[config.mk]
export PLATFORM = sky130hd
export DESIGN_NAME = graph_permutation_distance_flat
export DESIGN_NICKNAME = d
export VERILOG_FILES = /design/src/design/gpd_pkg.sv /design/src/design/gpd_if.sv /design/src/design/gpd_ctrl.sv /design/src/design/gpd_datapath.sv /design/src/design/graph_permutation_distance.sv /design/src/flat_wrapper.sv
export SDC_FILE = /design/constraint.sdc
export NUM_CORES = 1
export LEC_CHECK = 0
export BUFFER_PORTS_ARGS = -buffer_cell sky130_fd_sc_hd__clkbuf_2
export CAP_MARGIN = 20
export CORE_ASPECT_RATIO = 0.7
export CORE_UTILIZATION = 50
export CTS_BUF_LIST = sky130_fd_sc_hd__clkbuf_16
export CTS_CLUSTER_DIAMETER = 120
export DETAILED_ROUTE_END_ITERATION = 6
export GPL_TIMING_DRIVEN = 0
export HOLD_SLACK_MARGIN = 0.12
export PLACE_DENSITY = 0.78
export SLEW_MARGIN = 20
export SYNTH_ARGS = -nofsm -noshare
export SYNTH_HDL_FRONTEND = slang
export SYNTH_SLANG_ARGS = --single-unit
[constraint.sdc]
create_clock -name clk_i -period 23.9 [get_ports clk_i]
set_clock_uncertainty 0.05 [all_clocks]
set_input_delay 5.975 -clock clk_i [delete_from_list [all_inputs] [get_ports clk_i]]
set_output_delay 5.975 -clock clk_i [all_outputs]
set_load 0.02 [all_outputs]
[src/design/gpd_pkg.sv]
package gpd_pkg;

  localparam int CNT_W  = 4;
  localparam int OP_W   = 2;
  localparam int IDX_W  = 3;
  localparam int DIST_W = 7;

  localparam logic [OP_W-1:0] OP_WRITE_A = 2'd0;
  localparam logic [OP_W-1:0] OP_WRITE_B = 2'd1;
  localparam logic [OP_W-1:0] OP_COMPUTE = 2'd2;
  localparam logic [OP_W-1:0] OP_UNUSED  = 2'd3;

  localparam int REG_COUNT_A = 0;
  localparam int REG_COUNT_B = 1;

  typedef struct packed {
    logic wr_a;
    logic wr_b;
    logic start;
    logic rd;
    logic eval;
    logic perm;
  } gpd_cmd_t;

  typedef struct packed {
    logic m_zero;
    logic last_cell;
    logic has_next;
  } gpd_sts_t;

endpackage

[src/design/gpd_if.sv]
interface gpd_in_if;
  logic                        valid;
  logic                        ready;
  logic [gpd_pkg::OP_W-1:0]    operation;
  logic [gpd_pkg::IDX_W-1:0]   row;
  logic [gpd_pkg::IDX_W-1:0]   col;
  logic                        edge_req;

  modport source (output valid, output operation, output row, output col, output edge_req,
                  input ready);
  modport sink   (input valid, input operation, input row, input col, input edge_req,
                  output ready);
endinterface

interface gpd_out_if;
  logic                        valid;
  logic                        ready;
  logic [gpd_pkg::DIST_W-1:0]  distance;

  modport source (output valid, output distance, input ready);
  modport sink   (input valid, input distance, output ready);
endinterface

[src/design/gpd_ctrl.sv]
module gpd_ctrl (
  input  logic              clk_i,
  input  logic              rst_ni,
  input  logic              in_valid_i,
  input  logic [1:0]        in_op_i,
  output logic              in_ready_o,
  output logic              out_valid_o,
  input  logic              out_ready_i,
  input  gpd_pkg::gpd_sts_t sts_i,
  output gpd_pkg::gpd_cmd_t cmd_o
);
  import gpd_pkg::*;

  localparam logic [1:0] S_IDLE = 2'd0;
  localparam logic [1:0] S_READ = 2'd1;
  localparam logic [1:0] S_EVAL = 2'd2;
  localparam logic [1:0] S_PERM = 2'd3;

  logic [1:0] state_q, state_d;
  logic       out_valid_q, out_valid_d;
  logic       acc;

  // a compute waits until the previous result has been taken
  assign in_ready_o  = (state_q == S_IDLE) && (!out_valid_q || in_op_i != OP_COMPUTE);
  assign acc         = in_valid_i && in_ready_o;
  assign out_valid_o = out_valid_q;

  always_comb begin
    state_d     = state_q;
    out_valid_d = out_valid_q && !out_ready_i;
    cmd_o       = '0;
    case (state_q)
      S_IDLE: begin
        if (acc) begin
          cmd_o.wr_a  = (in_op_i == OP_WRITE_A);
          cmd_o.wr_b  = (in_op_i == OP_WRITE_B);
          cmd_o.start = (in_op_i == OP_COMPUTE);
          if (in_op_i == OP_COMPUTE) state_d = sts_i.m_zero ? S_PERM : S_READ;
        end
      end
      S_READ: begin
        cmd_o.rd = 1'b1;
        state_d  = S_EVAL;
      end
      S_EVAL: begin
        cmd_o.eval = 1'b1;
        state_d    = sts_i.last_cell ? S_PERM : S_READ;
      end
      S_PERM: begin
        cmd_o.perm = 1'b1;
        if (sts_i.has_next) begin
          state_d = S_READ;
        end else begin
          state_d     = S_IDLE;
          out_valid_d = 1'b1;
        end
      end
      default: state_d = S_IDLE;
    endcase
  end

  always_ff @(posedge clk_i or negedge rst_ni) begin
    if (!rst_ni) begin
      state_q     <= S_IDLE;
      out_valid_q <= 1'b0;
    end else begin
      state_q     <= state_d;
      out_valid_q <= out_valid_d;
    end
  end
endmodule

[src/design/gpd_datapath.sv]
module gpd_datapath #(
  parameter int MAXV = 8
) (
  input  logic                         clk_i,
  input  logic                         rst_ni,
  input  logic                         cfg_we_i,
  input  logic [0:0]                   cfg_idx_i,
  input  logic [gpd_pkg::CNT_W-1:0]    cfg_data_i,
  input  logic [gpd_pkg::IDX_W-1:0]    row_i,
  input  logic [gpd_pkg::IDX_W-1:0]    col_i,
  input  logic                         edge_i,
  input  gpd_pkg::gpd_cmd_t            cmd_i,
  output gpd_pkg::gpd_sts_t            sts_o,
  output logic [gpd_pkg::DIST_W-1:0]   distance_o
);
  import gpd_pkg::*;

  localparam int CELLS = MAXV * MAXV;
  localparam int VW    = (MAXV > 1) ? $clog2(MAXV) : 1;
  localparam int AW    = (CELLS > 1) ? $clog2(CELLS) : 1;

  logic [CNT_W-1:0] cnt_a_q, cnt_b_q;
  logic [CNT_W-1:0] na, nb, n, m;

  logic             mem_a [CELLS];
  logic             mem_b [CELLS];
  logic [CELLS-1:0] vld_a_q, vld_b_q;
  logic             bit_a_q, bit_b_q;

  logic [VW-1:0]    perm_q [MAXV];
  logic [VW-1:0]    perm_nx [MAXV];
  logic [VW-1:0]    q [MAXV];
  logic [VW-1:0]    piv, piv_m1, sw;
  logic             found;

  logic [VW-1:0]    ci_q, cj_q;
  logic [DIST_W-1:0] score_q, best_q, dist_q, best_min, base;
  logic [AW-1:0]    wr_addr, rd_a_addr, rd_b_addr;
  logic             wr_ok, shared, cell_bit, last_j;

  always_ff @(posedge clk_i or negedge rst_ni) begin
    if (!rst_ni) begin
      cnt_a_q <= '0;
      cnt_b_q <= '0;
    end else if (cfg_we_i) begin
      if (cfg_idx_i == 1'(REG_COUNT_A)) cnt_a_q <= cfg_data_i;
      else                              cnt_b_q <= cfg_data_i;
    end
  end

  assign na = (cnt_a_q > CNT_W'(MAXV)) ? CNT_W'(MAXV) : cnt_a_q;
  assign nb = (cnt_b_q > CNT_W'(MAXV)) ? CNT_W'(MAXV) : cnt_b_q;
  assign n  = (na <= nb) ? na : nb;
  assign m  = (na <= nb) ? nb : na;
  assign base = DIST_W'(m - n);

  // matrix stores, cleared at reset through the valid bits
  assign wr_ok   = (int'(row_i) < MAXV) && (int'(col_i) < MAXV);
  assign wr_addr = AW'(int'(row_i) * MAXV + int'(col_i));

  always_ff @(posedge clk_i) begin
    if (cmd_i.wr_a && wr_ok) mem_a[wr_addr] <= edge_i;
    if (cmd_i.wr_b && wr_ok) mem_b[wr_addr] <= edge_i;
  end

  always_ff @(posedge clk_i or negedge rst_ni) begin
    if (!rst_ni) begin
      vld_a_q <= '0;
      vld_b_q <= '0;
    end else begin
      if (cmd_i.wr_a && wr_ok) vld_a_q[wr_addr] <= 1'b1;
      if (cmd_i.wr_b && wr_ok) vld_b_q[wr_addr] <= 1'b1;
    end
  end

  assign rd_a_addr = AW'(int'(perm_q[ci_q]) * MAXV + int'(perm_q[cj_q]));
  assign rd_b_addr = AW'(int'(ci_q) * MAXV + int'(cj_q));

  always_ff @(posedge clk_i) begin
    if (cmd_i.rd) begin
      bit_a_q <= vld_a_q[rd_a_addr] ? mem_a[rd_a_addr] : 1'b0;
      bit_b_q <= vld_b_q[rd_b_addr] ? mem_b[rd_b_addr] : 1'b0;
    end
  end

  // next ordering in lexicographic order
  always_comb begin
    piv   = '0;
    found = 1'b0;
    for (int k = 1; k < MAXV; k++) begin
      if (k < int'(na) && perm_q[k-1] < perm_q[k]) begin
        piv   = VW'(k);
        found = 1'b1;
      end
    end
    piv_m1 = piv - VW'(1);
    sw     = '0;
    for (int k = 0; k < MAXV; k++) begin
      if (found && k < int'(na) && k >= int'(piv) && perm_q[k] > perm_q[piv_m1]) sw = VW'(k);
    end
    q = perm_q;
    q[piv_m1] = perm_q[sw];
    q[sw]     = perm_q[piv_m1];
    perm_nx = q;
    for (int k = 0; k < MAXV; k++) begin
      if (k >= int'(piv) && k < int'(na)) perm_nx[k] = q[VW'(int'(piv) + int'(na) - 1 - k)];
    end
  end

  assign shared   = (CNT_W'(ci_q) < n) && (CNT_W'(cj_q) < n);
  assign cell_bit = shared ? (bit_a_q ^ bit_b_q) : ((na <= nb) ? bit_b_q : bit_a_q);
  assign last_j   = (CNT_W'(cj_q) == m - CNT_W'(1));
  assign best_min = (score_q < best_q) ? score_q : best_q;

  assign sts_o.m_zero    = (m == '0);
  assign sts_o.last_cell = last_j && (CNT_W'(ci_q) == m - CNT_W'(1));
  assign sts_o.has_next  = found;

  always_ff @(posedge clk_i or negedge rst_ni) begin
    if (!rst_ni) begin
      for (int k = 0; k < MAXV; k++) perm_q[k] <= VW'(k);
      ci_q    <= '0;
      cj_q    <= '0;
      score_q <= '0;
      best_q  <= '0;
    end else if (cmd_i.start) begin
      for (int k = 0; k < MAXV; k++) perm_q[k] <= VW'(k);
      ci_q    <= '0;
      cj_q    <= '0;
      score_q <= base;
      best_q  <= '1;
    end else if (cmd_i.eval) begin
      score_q <= score_q + DIST_W'(cell_bit);
      if (last_j) begin
        cj_q <= '0;
        ci_q <= ci_q + VW'(1);
      end else begin
        cj_q <= cj_q + VW'(1);
      end
    end else if (cmd_i.perm) begin
      best_q  <= best_min;
      ci_q    <= '0;
      cj_q    <= '0;
      score_q <= base;
      if (found) perm_q <= perm_nx;
      else for (int k = 0; k < MAXV; k++) perm_q[k] <= VW'(k);
    end
  end

  always_ff @(posedge clk_i) begin
    if (cmd_i.perm && !found) dist_q <= best_min;
  end

  assign distance_o = dist_q;
endmodule

[src/design/graph_permutation_distance.sv]
// graph permutation distance
// in_i carries one item per handshake: operation 0 or 1 writes one cell (row, col,
// edge_req) of the first or second adjacency matrix, operation 2 starts a compute,
// operation 3 is dropped. cfg_we_i with cfg_idx_i 0 or 1 sets count_a or count_b.
// Cell writes are taken one per cycle while no compute is running and give no
// item on out_o. A compute walks every ordering of the first graph's count_a
// vertices; each ordering costs m*m cell reads, where m is the larger count, each
// one registered read of both matrix stores followed by one score update, and
// then the ordering is advanced. out_o.valid rises once the last ordering has
// been advanced.
// The distance is held in an output register until out_o.ready; write items are
// still accepted while it waits, but a further compute is held off until it has
// been taken.
// Reset clears both matrices (per-cell valid bits), the counts and out_o.valid; the distance register is not reset.
module graph_permutation_distance #(
  parameter int MAX_VERTICES = 8
) (
  input  logic                        clk_i,
  input  logic                        rst_ni,
  input  logic                        cfg_we_i,
  input  logic [0:0]                  cfg_idx_i,
  input  logic [gpd_pkg::CNT_W-1:0]   cfg_data_i,
  gpd_in_if.sink                      in_i,
  gpd_out_if.source                   out_o
);
  import gpd_pkg::*;

  gpd_cmd_t cmd;
  gpd_sts_t sts;

  gpd_ctrl u_ctrl (
    .clk_i      (clk_i),
    .rst_ni     (rst_ni),
    .in_valid_i (in_i.valid),
    .in_op_i    (in_i.operation),
    .in_ready_o (in_i.ready),
    .out_valid_o(out_o.valid),
    .out_ready_i(out_o.ready),
    .sts_i      (sts),
    .cmd_o      (cmd)
  );

  gpd_datapath #(.MAXV(MAX_VERTICES)) u_dp (
    .clk_i     (clk_i),
    .rst_ni    (rst_ni),
    .cfg_we_i  (cfg_we_i),
    .cfg_idx_i (cfg_idx_i),
    .cfg_data_i(cfg_data_i),
    .row_i     (in_i.row),
    .col_i     (in_i.col),
    .edge_i    (in_i.edge_req),
    .cmd_i     (cmd),
    .sts_o     (sts),
    .distance_o(out_o.distance)
  );
endmodule

[src/flat_wrapper.sv]
// flat-port wrapper written by rule: the top's interface ports become plain ports
module graph_permutation_distance_flat import gpd_pkg::*;
#(
  parameter int MAX_VERTICES = 8
)
  (clk_i, rst_ni, cfg_we_i, cfg_idx_i, cfg_data_i, in_i_valid, in_i_operation, in_i_row, in_i_col, in_i_edge_req, in_i_ready, out_o_valid, out_o_distance, out_o_ready);
  gpd_in_if in_i_i ();
  gpd_out_if out_o_i ();
  input  logic clk_i;
  input  logic rst_ni;
  input  logic cfg_we_i;
  input  logic [0:0] cfg_idx_i;
  input  logic [gpd_pkg::CNT_W-1:0] cfg_data_i;
  input wire logic [$bits(in_i_i.valid)-1:0] in_i_valid;
  input wire logic [$bits(in_i_i.operation)-1:0] in_i_operation;
  input wire logic [$bits(in_i_i.row)-1:0] in_i_row;
  input wire logic [$bits(in_i_i.col)-1:0] in_i_col;
  input wire logic [$bits(in_i_i.edge_req)-1:0] in_i_edge_req;
  output wire logic [$bits(in_i_i.ready)-1:0] in_i_ready;
  output wire logic [$bits(out_o_i.valid)-1:0] out_o_valid;
  output wire logic [$bits(out_o_i.distance)-1:0] out_o_distance;
  input wire logic [$bits(out_o_i.ready)-1:0] out_o_ready;
  assign in_i_i.valid = in_i_valid;
  assign in_i_i.operation = in_i_operation;
  assign in_i_i.row = in_i_row;
  assign in_i_i.col = in_i_col;
  assign in_i_i.edge_req = in_i_edge_req;
  assign in_i_ready = in_i_i.ready;
  assign out_o_valid = out_o_i.valid;
  assign out_o_distance = out_o_i.distance;
  assign out_o_i.ready = out_o_ready;
  graph_permutation_distance #(.MAX_VERTICES(MAX_VERTICES)) u_core (.clk_i(clk_i), .rst_ni(rst_ni), .cfg_we_i(cfg_we_i), .cfg_idx_i(cfg_idx_i), .cfg_data_i(cfg_data_i), .in_i(in_i_i), .out_o(out_o_i));
endmodule
After elaboration in Yosys (flattened, before gate mapping)
Memories as Yosys holds them, arrays and structs flattened. A register that Yosys moved wholly into a read port is not among the register bits.
Cells that the tools add are included.
Widths: inputs -> output; s select.

storage, ports and cells
  bits in registers = 190
  bits in writable memories = 128
  bits of input ports = 19
  output and inout port bits = 9
  memories = 2

memory list
  memory             words  bits a word  rd ports  clocked after Yosys merged registers in  wr ports  RTL line            RTL
  u_core.u_dp.mem_a  64     1            1         1                                        1         gpd_datapath.sv:25  logic mem_a [CELLS];
  u_core.u_dp.mem_b  64     1            1         1                                        1         gpd_datapath.sv:26  logic mem_b [CELLS];

operators by class
  $add $sub $neg = 18
  $lt $le $gt $ge = 53
  equal/unequal tests = 12
  multiplexer cells = 118
  bitwise logic cells = 16
  reductions and logical operators = 59

operators by type and width
  operator             number
  $mux 3               55
  $or 64x64->64        2
  $bmux 3 s3           12
  $mux 24              4
  $mux 7               7
  $bwmux 24            2
  $logic_and 1x1->1    43
  $ge 3x4->1 const B   8
  $mux 1               24
  $not 3->3            8
  $gt 3x3->1           7
  $lt 3x3->1           7
  $lt 6x7->1 const B   3
  $add 6x3->6          3
  $demux 3 s3          2
  $ge 4x4->1 const B   4
  $lt 3x4->1 const A   4
  $mux 4               4
  $not 3->4            4
  $bmux 1 s6           2
  $sub 3x3->3 const B  4
  $reduce_and 2->1     5
  $ge 3x3->1 const A   3
  $sub 3x1->3 const B  3
  other kinds (33)     56

Longest topological paths before layout
  word-level depth = 39
  gate-level depth with buffers = 35
  depth with buffers taken out = 30

Modules after synthesis
A second synthesis with hierarchy kept.

unflattened totals
  cell total of the unflattened synthesis = 1903
  area total of the unflattened synthesis = 18361.4 um^2

by module, submodules not included
  module        instances  cells each  area each (um^2)  sequential area each (um^2)
  gpd_datapath  1          1883        18156.2           8633.3
  gpd_ctrl      1          20          205.2             75.1

Worst setup path before layout
OpenSTA, ideal clock, no wires.

  path type = input to output
  start point = input in_i_operation[1]
  end point = output in_i_ready
  arrival = 6825 ps
  path slack = 11050 ps
  stages on the path = 2
  cell sequence = nor2b_1 a211oi_1

on the way
  longest elaborated chain between the ends = 3

ends and longest elaborated chain
  what                RTL line            RTL
  start: declaration  flat_wrapper.sv:15  input wire logic [$bits(in_i_i.operation)-1:0] in_i_operation;
  $ne 2x2->1          gpd_ctrl.sv:24      assign in_ready_o = (state_q == S_IDLE) && (!out_valid_q || in_op_i != OP_COMPUTE);
  $logic_or 1x1->1    gpd_ctrl.sv:24
  $logic_and 1x1->1   gpd_ctrl.sv:24
  end: declaration    flat_wrapper.sv:19  output wire logic [$bits(in_i_i.ready)-1:0] in_i_ready;

Every way passes these cells.

Worst setup path in the final report
Ends and elaborated chain as after synthesis.

==> flow_summary.html <==
<table>
<tr><th>Metric</th><th>Value</th></tr>
<tr><th colspan="2">Placed design</th></tr>
<tr><td>Buffers on Ports</td><td>24</td></tr>
<tr><td>HPWL reported at the end of detailed placement</td><td>47,800 um</td></tr>
<tr><td>Final weighted congestion in routability-driven placement</td><td>1.05</td></tr>
<tr><td>Placed Instance Area</td><td>19,200 sq um</td></tr>
<tr><th colspan="2">Timing</th></tr>
<tr><td>Post-route minimum period</td><td>13,170 ps</td></tr>
<tr><td>Maximum clock frequency</td><td>0.0759 GHz</td></tr>
<tr><td>Final period util</td><td>0.551</td></tr>
<tr><td>Setup TNS</td><td>0 ps</td></tr>
<tr><td>Worst max-slew margin expressed relative to the limit</td><td>0.161</td></tr>
<tr><td>Final hold vios</td><td>0</td></tr>
<tr><td>Setup violations, final</td><td>0</td></tr>
<tr><td>Setup repair after global routing missed its margin</td><td>false</td></tr>
<tr><td>Slew of the pin with the lowest slew margin</td><td>1250 ps</td></tr>
<tr><td>Final Max Slew Viols</td><td>0</td></tr>
<tr><th colspan="2">CTS</th></tr>
<tr><td>Post-cts resize count</td><td>0</td></tr>
<tr><td>Clock sink total</td><td>320</td></tr>
<tr><td>Clock Path Buffers</td><td>3</td></tr>
<tr><td>Clock transition time at the flip-flop clock pins of the worst setup and hold paths</td><td>60 ps</td></tr>
<tr><td># hold bufs at CTS</td><td>0</td></tr>
<tr><td>Number of post-CTS setup repair buffers</td><td>0</td></tr>
<tr><td>Clock tree root driver cell</td><td>sky130_fd_sc_hd__clkbuf_16</td></tr>
<tr><td>Number of buffers inserted during clock tree synthesis</td><td>31</td></tr>
<tr><td>Latest clock arrival within the worst-skew pair</td><td>580 ps</td></tr>
<tr><td>Number of H-tree levels</td><td>1</td></tr>
<tr><td>Clock tree from TritonCTS</td><td>built</td></tr>
<tr><th colspan="2">Yosys</th></tr>
<tr><td>Synthesized-area fraction occupied by xor and xnor cells</td><td>0.00761</td></tr>
<tr><td>Post-Syn Area</td><td>18,400 sq um</td></tr>
<tr><td>Compound-cell area share of the yosys netlist</td><td>0.179</td></tr>
<tr><td>Distinct cell type count after synthesis</td><td>104</td></tr>
<tr><td>Flip-flop cell with the highest count after synthesis</td><td>sky130_fd_sc_hd__dfrtp_1</td></tr>
<tr><td>Number of synthesized flops with an enable pin</td><td>137</td></tr>
<tr><td>Adder-cell share of the synthesized area</td><td>0.0394</td></tr>
<tr><td>Mean Syn Cell Area</td><td>9.68 sq um</td></tr>
<tr><td>Synthesized netlist cell count</td><td>1,902</td></tr>
<tr><td>Synthesis-stage register bit count</td><td>320</td></tr>
<tr><td>Sequential fraction of the synthesis area</td><td>0.473</td></tr>
<tr><td>Share of synthesized registers carrying an async set or reset</td><td>0.572</td></tr>
<tr><td>Mux contribution to synthesized area</td><td>0.0541</td></tr>
<tr><td>Synth warn</td><td>0</td></tr>
<tr><td>Largest family of logic cells by synthesized area</td><td>simple AND/OR/NAND/NOR gates</td></tr>
<tr><td>Total nets after synthesis</td><td>1,979</td></tr>
<tr><td>Simple-gate share of the synthesized area</td><td>0.211</td></tr>
<tr><th colspan="2">Critical path</th></tr>
<tr><td>Kind of cell with the highest combined delay on the critical path</td><td>compound AO/OA/AOI/OAI gates</td></tr>
<tr><td>Class of the most critical setup path</td><td>in -&gt; out</td></tr>
<tr><td>Worst reg2reg path depth</td><td>31</td></tr>
<tr><td>Maximum net fanout on the critical path</td><td>4</td></tr>
<tr><td>CP Cell Sequence</td><td>clkbuf_2, nor2b_1, a211oi_1, clkbuf_2</td></tr>
<tr><td>Setup crit start kind</td><td>primary input</td></tr>
<tr><td>Number of cells on the critical path</td><td>4</td></tr>
<tr><td>Worst-case register-to-register setup slack</td><td>12,090 ps</td></tr>
<tr><td>Launch instance of the worst register-to-register path</td><td>u_core.u_dp.perm_q[7]</td></tr>
<tr><td>Cell seen most often among critical-path stages</td><td>sky130_fd_sc_hd__clkbuf_2</td></tr>
<tr><td>Stage delay of the slowest cell on the critical path</td><td>620 ps</td></tr>
<tr><td>Required time of the critical path</td><td>17,880 ps</td></tr>
<tr><td>Setup crit end kind</td><td>output pin</td></tr>
<tr><td>Number of buffers and inverters on the critical path</td><td>2</td></tr>
<tr><td>Highest-delay cell along the critical path</td><td>sky130_fd_sc_hd__a211oi_1</td></tr>
<tr><td>Endpoint of the worst register-to-register path</td><td>u_core.u_dp.perm_q[8]</td></tr>
<tr><td>Data arrival time of the critical path</td><td>7150 ps</td></tr>
<tr><th colspan="2">Floorplan</th></tr>
<tr><td>Top-level I/O count</td><td>28</td></tr>
<tr><td>Starting utilization of the core area</td><td>0.510</td></tr>
<tr><td>Floorplan Core Area</td><td>36,100 sq um</td></tr>
<tr><td>DIE HEIGHT</td><td>163 um</td></tr>
<tr><td>Number of placement rows</td><td>58</td></tr>
<tr><td>Die outline area</td><td>37,600 sq um</td></tr>
<tr><td>Chip Width</td><td>231 um</td></tr>
<tr><th colspan="2">Worst hold path</th></tr>
<tr><td>Number of cells traversed by the worst hold path</td><td>1</td></tr>
<tr><td>Hold Crit Class</td><td>reg -&gt; reg</td></tr>
<tr><td>Hold Startpoint</td><td>u_core.u_dp.vld_b_q[36]</td></tr>
<tr><td>Worst min-delay path endpoint</td><td>u_core.u_dp.vld_b_q[36]</td></tr>
<tr><th colspan="2">Final layout</th></tr>
<tr><td>Finished Cell Area</td><td>20,200 sq um</td></tr>
<tr><td>Count of fill cells added during filler insertion</td><td>3,074</td></tr>
<tr><td>Number of nets in the finished design</td><td>2,039</td></tr>
<tr><td>Share of final-layout standard cells stronger than drive strength 1</td><td>0.156</td></tr>
<tr><td>Area growth from synthesis to final layout</td><td>9.58%</td></tr>
<tr><th colspan="2">GRT</th></tr>
<tr><td>Wire length of the first global-routing pass</td><td>96,600 um</td></tr>
<tr><td>GRT Resource Usage Total</td><td>0.344</td></tr>
<tr><td>GR Overflow Total</td><td>0</td></tr>
<tr><td>Number of antenna violations at the first check in global routing</td><td>3</td></tr>
<tr><td>Via count of the first global-routing pass</td><td>15,328</td></tr>
<tr><td>Pin count of the biggest net entering global routing</td><td>109</td></tr>
<tr><th colspan="2">Drt</th></tr>
<tr><td>DRC violations left</td><td>6</td></tr>
<tr><td>Via count</td><td>16,426</td></tr>
<tr><td>Number of iterations in the first detailed-routing pass</td><td>7</td></tr>
<tr><td>Post-route ant nets</td><td>0</td></tr>
<tr><td>Routed wirelength normalized by instance count</td><td>26.1 um</td></tr>
<tr><td>Vias/cell</td><td>6.66</td></tr>
<tr><td>Total wire length after detailed routing</td><td>64,300 um</td></tr>
<tr><td>Iteration-0 DRC Markers</td><td>2,377</td></tr>
<tr><th colspan="2">Status</th></tr>
<tr><td>Violated checks</td><td>DRC</td></tr>
<tr><td>Result of the run</td><td>finished with violations</td></tr>
<tr><th colspan="2">Flow run</th></tr>
<tr><td>Max-cap violation count</td><td>0</td></tr>
</table>
[per-stage QoR]
| step | instances | setup WS, ps | utilization | hold slack [ps] |
|---|---|---|---|---|
| finish | 2468 | 10730 | 0.559 | 417 |
| global route | 2468 | 10720 | 0.559 | 429 |
| CTS | 2467 | 10750 | 0.559 | 420 |
| detailed placement | 2409 | 10750 | 0.533 | 404 |
| global placement | 2406 | 10750 | 0.530 | 401 |
| floorplan | 1902 | 11050 | - | 389 |
[layout by cell type, fill, tap and decap left out, types with 31 or more instances in the layout]
master	count
sky130_fd_sc_hd__nor2_1	277
sky130_fd_sc_hd__nand2_1	196
sky130_fd_sc_hd__dfrtp_1	171
sky130_fd_sc_hd__edfxtp_1	137
sky130_fd_sc_hd__or2_2	132
sky130_fd_sc_hd__o21ai_0	97
sky130_fd_sc_hd__clkbuf_1	85
sky130_fd_sc_hd__a21oi_1	79
sky130_fd_sc_hd__nand3_1	73
sky130_fd_sc_hd__inv_1	72
sky130_fd_sc_hd__ha_1	58
sky130_fd_sc_hd__a31oi_1	40
sky130_fd_sc_hd__nor3_1	37
sky130_fd_sc_hd__o211ai_1	35
sky130_fd_sc_hd__clkbuf_16	31
[cell type report]
| type | count | area (sq um) | area share |
|---|---|---|---|
| clock buffer | 31 | 776 | 0.0385 |
| clock inverter | 27 | 156 | 0.00775 |
| buffer | 100 | 437 | 0.0216 |
| sequential | 320 | 8710 | 0.432 |
| multi-input combinational | 1420 | 9040 | 0.448 |
| timing repair buffer | 27 | 220 | 0.0109 |
| tap | 480 | 601 | 0.0298 |
| inverter | 62 | 233 | 0.0115 |
| antenna | 1 | 2.50 | 0.000124 |
[worst max-delay path by stage]
stage | start | end | slack, ps
3_3_place_gp | in_i_operation[1] | in_i_ready | 10750
5_1_grt | in_i_operation[1] | in_i_ready | 10720
4_1_cts | in_i_operation[1] | in_i_ready | 10750
2_1_floorplan | in_i_operation[1] | in_i_ready | 11050
6_report | in_i_operation[1] | in_i_ready | 10730
3_5_place_dp | in_i_operation[1] | in_i_ready | 10750
[metal layers]
layer	routed length [um]	global-route usage	share of wire	vias up
met5	8	0	0.00012	-
met4	1320	0.0656	0.020	2
met3	9250	0.121	0.14	118
met2	24800	0.452	0.38	1059
met1	29000	0.538	0.45	8183
li1	-	-	-	7064
[state kept, by name (all words and copies together) (netlist names), 2 cells and up]
name,cells
u_core.u_ctrl.state_q,2
u_core.u_dp.vld_a_q,64
u_core.u_dp.distance_o,7
u_core.u_dp.cj_q,3
u_core.u_dp.best_q,7
u_core.u_dp.vld_b_q,64
u_core.u_dp.mem_a,64
u_core.u_dp.cnt_a_q,4
u_core.u_dp.cnt_b_q,4
u_core.u_dp.perm_q,24
u_core.u_dp.score_q,7
u_core.u_dp.mem_b,64
u_core.u_dp.ci_q,3
[cells in the mapped netlist, drive strengths merged (14+ instances only)]
cell type / number / share of area
nor3: 39 / 0.011
ha: 58 / 0.039
buf: 15 / 0.0064
nor2b: 18 / 0.0063
clkbuf: 85 / 0.017
mux2: 16 / 0.0098
nand3: 73 / 0.020
or2: 136 / 0.046
o211ai: 36 / 0.015
inv: 61 / 0.012
a311oi: 22 / 0.010
nand2b: 16 / 0.0054
a31oi: 42 / 0.015
nor2: 279 / 0.057
mux4: 26 / 0.032
o22ai: 14 / 0.0054
dfrtp: 171 / 0.23
o21ai: 104 / 0.028
mux2i: 23 / 0.013
nand2: 197 / 0.041
a211oi: 23 / 0.0097
a21oi: 81 / 0.022
edfxtp: 137 / 0.22
a21boi: 15 / 0.0063
[logic make-up after synthesis]
logic type               after synthesis
adder cells (fa/ha/maj)               58
buffers and inverters                162
multiplexers                          65
AND/OR/NAND/NOR                      816
XOR/XNOR                              16
flip-flops                           320
AO/OA/AOI/OAI                        465
Power is left out: the tool's default activity adds up to more than one toggle a clock period on the data nets, which glitch-free logic cannot reach.
